`config.mk`:
```
export PLATFORM = sky130hd
export DESIGN_NAME = scm_reduce_cell
export DESIGN_NICKNAME = d
export VERILOG_FILES = /design/src/sv/scm_pkg.sv /design/src/sv/scm_reduce_cell.sv
export SDC_FILE = /design/constraint.sdc
export NUM_CORES = 1
export LEC_CHECK = 0
export ABC_CLOCK_PERIOD_IN_PS = 5800
export BUFFER_PORTS_ARGS = -buffer_cell sky130_fd_sc_hd__buf_4
export CORE_ASPECT_RATIO = 0.7
export CORE_MARGIN = 1.5
export CORE_UTILIZATION = 50
export DETAILED_ROUTE_END_ITERATION = 8
export PLACE_DENSITY = 0.86
export SYNTH_ARGS = -nofsm -noshare
export SYNTH_HDL_FRONTEND = slang
export SYNTH_SLANG_ARGS = --single-unit
export TNS_END_PERCENT = 50
```
`constraint.sdc`:
```
create_clock -name clk -period 5.8 [get_ports clk]
set_input_delay 1.16 -clock clk [delete_from_list [all_inputs] [get_ports clk]]
set_output_delay 1.16 -clock clk [all_outputs]
set_load 0.01 [all_outputs]
```
`src/sv/scm_pkg.sv`:
```
// ----------------------------------------------------------------------------
// scm_pkg
// types and fixed-point constants of the sine/cosine pipeline
// ----------------------------------------------------------------------------
package scm_pkg;

  localparam int Q56_W = 64;
  localparam int M1_W = 58;
  localparam int M2_W = 57;
  localparam int X_W = 31;
  localparam int XX_W = 62;
  localparam int X2_W = 32;
  localparam int P_W = 33;
  localparam int MAG_W = 32;
  localparam int MUL_W = 32;
  localparam int PROD_W = 64;
  localparam int WK_FRAC = 30;
  localparam int Q56_TO_Q30 = 26;

  localparam int REDUCE_STEPS = 5;
  localparam int HORNER_STEPS = 6;
  localparam int FOLD_STAGES = 5;
  localparam int SCM_LATENCY = 1 + REDUCE_STEPS + FOLD_STAGES + 2 * HORNER_STEPS + 2;

  localparam logic [Q56_W-1:0] PI_Q56 = 64'h0324_3F6A_8885_A309;
  localparam logic [Q56_W-1:0] TWO_PI_Q56 = PI_Q56 << 1;
  localparam logic [Q56_W-1:0] HALF_PI_Q56 = PI_Q56 >> 1;

  localparam logic [MUL_W-1:0] Q30_ONE = 32'h4000_0000;
  localparam logic [PROD_W-1:0] Q30_HALF = 64'h0000_0000_2000_0000;
  localparam logic [M2_W:0] X_RND = (M2_W+1)'(1) << (Q56_TO_Q30 - 1);

  localparam logic signed [P_W-1:0] SIN_HEAD = P_W'(-26);
  localparam logic signed [P_W-1:0] COS_HEAD = P_W'(-280);

  // addend of each horner step; the last step scales sine by x and passes cosine
  localparam logic signed [P_W-1:0] SIN_ADD_K [HORNER_STEPS] = '{
    P_W'(2956), P_W'(-213040), P_W'(8947846), P_W'(-178956974),
    P_W'(1073741824), P_W'(0)
  };
  localparam logic signed [P_W-1:0] COS_ADD_K [HORNER_STEPS] = '{
    P_W'(26586), P_W'(-1491253), P_W'(44739212), P_W'(-536870912),
    P_W'(1073741824), P_W'(0)
  };

  typedef struct packed {
    logic valid;
    logic sneg;
    logic cflip;
  } scm_ctl_t;

endpackage

```
`src/sv/scm_reduce_cell.sv`:
```
// ----------------------------------------------------------------------------
// scm_reduce_cell
// one restoring step of the turn reduction: subtract 2*pi << STEP if it fits
// ----------------------------------------------------------------------------
module scm_reduce_cell
  import scm_pkg::*;
#(
  parameter int unsigned STEP = 0
) (
  input  logic             clk,
  input  logic             rst_n,
  input  scm_ctl_t         ctl_i,
  input  logic [Q56_W-1:0] r_i,
  output scm_ctl_t         ctl_o,
  output logic [Q56_W-1:0] r_o
);

  localparam logic [Q56_W-1:0] DIV = TWO_PI_Q56 << STEP;

  scm_ctl_t         ctl_r;
  logic [Q56_W-1:0] r_r;
  logic [Q56_W-1:0] r_nxt;

  always_comb begin
    r_nxt = (r_i >= DIV) ? r_i - DIV : r_i;
  end

  always_ff @(posedge clk) begin
    if (!rst_n) begin
      ctl_r <= '0;
    end else begin
      ctl_r <= ctl_i;
    end
  end

  always_ff @(posedge clk) begin
    r_r <= r_nxt;
  end

  assign ctl_o = ctl_r;
  assign r_o   = r_r;

endmodule

```
Word-level counts from Yosys, hierarchy flattened
Index checks and enable logic that the tools add are counted.
{"block": "word_totals", "ff_bits": 67, "output_inout_bits": 67, "wordCells": 7, "inputBits": 69}
{"block": "op_classes", "add_sub_neg": 1, "magnitude_cmp": 1, "n_mux": 1}
{"cell": "$ge 64x59->1 const B", "count": 1}
{"cell": "$mux 64", "count": 1}
{"cell": "$sub 64x59->64 const B", "count": 1}

Longest topological paths before layout
{"block": "depth", "word_depth": 2, "ltp_mapped": 11, "ltp_nobuf": 10}

Least setup slack after synthesis
OpenSTA, ideal clock, no wires.
{"block": "synth_path", "path_type": "in2reg", "start": "input port r_i[23]", "end": "register r_r[10] (netlist: r_o[10])", "t_arrival_ns": 3.134, "slack_ns": 2.548, "path_stages": 8, "path_buffers": 1, "required_ns": 5.682, "setup_time_ns": 0.118, "cell_sequence": "or4_4 > o31ai_4 > o22ai_2 > a2111o_1 > and2_1 > buf_6 > and3_1 > xor2_1"}
{"block": "synth_via", "elab_chain_cells": 2}
{"item": "start, declared", "line": "scm_reduce_cell.sv:13", "text": "input logic [Q56_W-1:0] r_i,"}
{"item": "$ge 64x59->1", "line": "scm_reduce_cell.sv:25", "text": "r_nxt = (r_i >= DIV) ? r_i - DIV : r_i;"}
{"item": "$mux 64", "line": "scm_reduce_cell.sv:25"}
{"item": "net r_nxt[10]", "line": "scm_reduce_cell.sv:22", "text": "logic [Q56_W-1:0] r_nxt;"}
{"item": "end signal, assigned", "line": "scm_reduce_cell.sv:37", "text": "r_r <= r_nxt;"}
{"item": "end, declared", "line": "scm_reduce_cell.sv:21", "text": "logic [Q56_W-1:0] r_r;"}
The timed path passes the listed nets, and every way through them passes these cells.
A chain may end at the register's enable or synchronous reset.

Final worst setup path
Ends and elaborated chain as after synthesis.

==> metrics <==
Hold Buf Count CTS 0; Synth area leader dfxtp_1; Starting Density 51.8%; synthesized area 3230 sq um; FF+latch count, synth 67; sequential share of power 42.9%; Final Max Tran Viols 0; Pint 0.890 mW; Async S/R FF share, synth 0%; CORE AREA 6250 sq um; ANT nets after route 0; Compound-Gate Fraction of Synth Area 14.8%; Post-synth EDFFs 0; Gate Count Post-Synth 359; CTS tree built; Final setup viols 0; ANT cells 0; CTS clk-pin slew, worst paths 0.08 ns; Data required, critical path 6.04 ns; type of the tightest min-delay check input pin to register; PostCTS Resize Cnt 0; CP max-delay cell and2_1; dominant cells by area after synthesis dfxtp_1 41%, xor2_1 9.8%, xnor2_1 6.5%; NetSw 0.332 mW; total CTS buffers 9; drt wl/cell 15.4 um; Worst setup EP type register; arrival time worst endpoint 4.00 ns; pwr/cell area 272 nW/um^2; area of the die 6970 sq um; CP max FO 26; Via density 5.46; DR pass1 iterations 5; placer congestion estimate 0.916; crit share post-route 64.8%; Post-Synth Adder-Cell Area 0.387%; Lkg Pwr 2.03 nW; Post-Syn Nets 429; Gate power share 21.6%; synth-to-layout area growth 39.0%; first-pass GRT wire length 13,700 um; grt ovf 0; initial DRC count 204; Critical Path, Cell by Cell buf_4 -> nor4_1 -> o211ai_1 -> o31ai_4 -> o22ai_2 -> a2111o_1 -> and2_1 -> and3_1 -> xor2_1; # Max-Cap Violations 0; IO Count 136; final setup margin 2.04 ns; headroom to the max-slew limit 25.5%; total number of vias 3,147; clk buf depth 2; final wirelength 8870 um; vias in the first global route 2,951; Yosys cell types 52; Least-Margin Pin Slew 1.12 ns; mux cell area share after synthesis 0%; die width 99.1 um; VDD IR max 0.142 mV; Simple-Gate Fraction of Synth Area 24.1%; sequential area share after synthesis 41.5%; drc violations 0; post-synth top area share 41.5%; HPWL Detailed 6590 um; num rows 24; DP Worst Slack 1.72 ns; gr usage total 24.9%; clock sink count 67; WS Path Type input pin to register; Critical Path Start Type input pin; ratio of cells with drive above 1 in the final layout 34.3%; Synth Area per Inst 9.01 sq um; fmax 0.266 GHz; root buf cell clkbuf_8; pin count of the biggest net entering global routing 36; Post-CTS Setup Bufs 0; # nets final 563; largest family of logic cells by synthesized area simple AND/OR/NAND/NOR gates; Clock power frac 35.5%; Top FF cell, synth dfxtp_1; CP peak stage delay 0.53 ns; fin crit period 3.76 ns; I/O Buffers 135; initial antenna violation count 0; setup_tns 0 ns; Ys Warns 0; die height 70.3 um; Switching Fraction 27.2%; Fin. Hold Viols 0; status completed; XOR/XNOR share of the synthesized area 16.3%; H-tree depth 3; unrepaired setup endpoints after global routing no
## kinds of logic (layout without fill, tap and decap cells)
group,count (synthesis),in the layout
and+or+nand+nor,147,147
DFF,67,67
AOI/OAI and AO/OA,66,66
xor gates and xnor gates,60,60
buffers and inverters,18,157
adders and majority gates,1,1
## layout make-up
cell class                 instances  area [sq um]
clock buffer                       9           124
clock inverter                     7           100
fill                             486          1750
inverter                           6          22.5
multi-input combinational        274          1800
sequential                        67          1340
tap                               78          97.6
timing repair buffer             135          1010
## state kept, by name (all words and copies together) (netlist names)
name,cells
ctl_o,3
r_o,64
## power by group through the flow
stage / Clock, mW / Sequential, mW / Combinational (mW)
after global placement: 0 / 0.535 / 0.255
after global routing: 0.458 / 0.528 / 0.282
after CTS: 0.439 / 0.525 / 0.263
after floorplan: 0 / 0.561 / 0.0866
after detailed placement: 0 / 0.535 / 0.261
final: 0.433 / 0.525 / 0.264
## routing by layer
metal	vias up	track usage [%]	share of wire [%]
met4	0	8.29	1.5
met2	180	42.3	47
met5	-	0	0
li1	1530	-	-
met1	1422	30.4	42
met3	15	7.31	9.5
## critical path, delay by kind of cell
family / cells / cell delay [ns]
buffers and inverters: 1 / 0.13
XOR/XNOR: 1 / 0.14
AO/OA/AOI/OAI: 4 / 1.11
AND/OR/NAND/NOR: 3 / 1.45
## Yosys cell counts, types with 6 or more instances
cell type	number
a21oi_1	15
xnor2_1	24
inv_1	6
nor4_1	10
and2_1	6
or3_1	7
nand2_1	39
dfxtp_1	67
nor2_1	30
nor3_1	17
xor2_1	36
o21ai_0	12
## layout by cell type (no fill, tap or decap), drive strengths merged, types with 2 or more instances in the layout
cell type / synthesis / layout
or3: 7 / 7
clkinv: 0 / 4
a21o: 5 / 5
and4: 2 / 2
nor4: 12 / 12
and3: 5 / 5
nand2: 43 / 43
o211ai: 3 / 3
a211oi: 5 / 5
xnor2: 24 / 24
nor3b: 2 / 2
a21boi: 3 / 3
xor2: 36 / 36
nand4: 2 / 2
a31o: 2 / 2
nor2: 30 / 30
nand2b: 5 / 5
or2: 2 / 2
inv: 6 / 7
nor3: 17 / 17
nand4b: 2 / 2
a31oi: 5 / 5
o311ai: 3 / 3
o21ai: 12 / 12
dfxtp: 67 / 67
bufinv: 0 / 2
o31ai: 6 / 6
and2: 6 / 6
clkbuf: 5 / 9
buf: 7 / 135
a21oi: 15 / 15
nand3: 6 / 6
or4: 3 / 3
## stage by stage
stage                     util (%)  power, mW  hold WS, ns  instances  area [sq um]
after CTS                     72.0       1.23        0.904        576          4500
after detailed placement      68.4      0.796         1.27        560          4270
after floorplan                  -      0.647         1.19        359          3230
final                         72.0       1.22        0.913        576          4500
after global placement        68.4      0.790         1.27        560          4270
after global routing          72.0       1.27        0.894        576          4500
## final timing paths
| check | startpoint | endpoint | slack, ns | cells past startpoint |
|---|---|---|---|---|
| worst max-delay path | r_i[23] | r_o[10]$_DFF_P_ | 2.04 | 9 |
| worst min-delay path | r_i[0] | r_o[0]$_DFF_P_ | 0.91 | 1 |
Power figures use the tool's default switching activity.
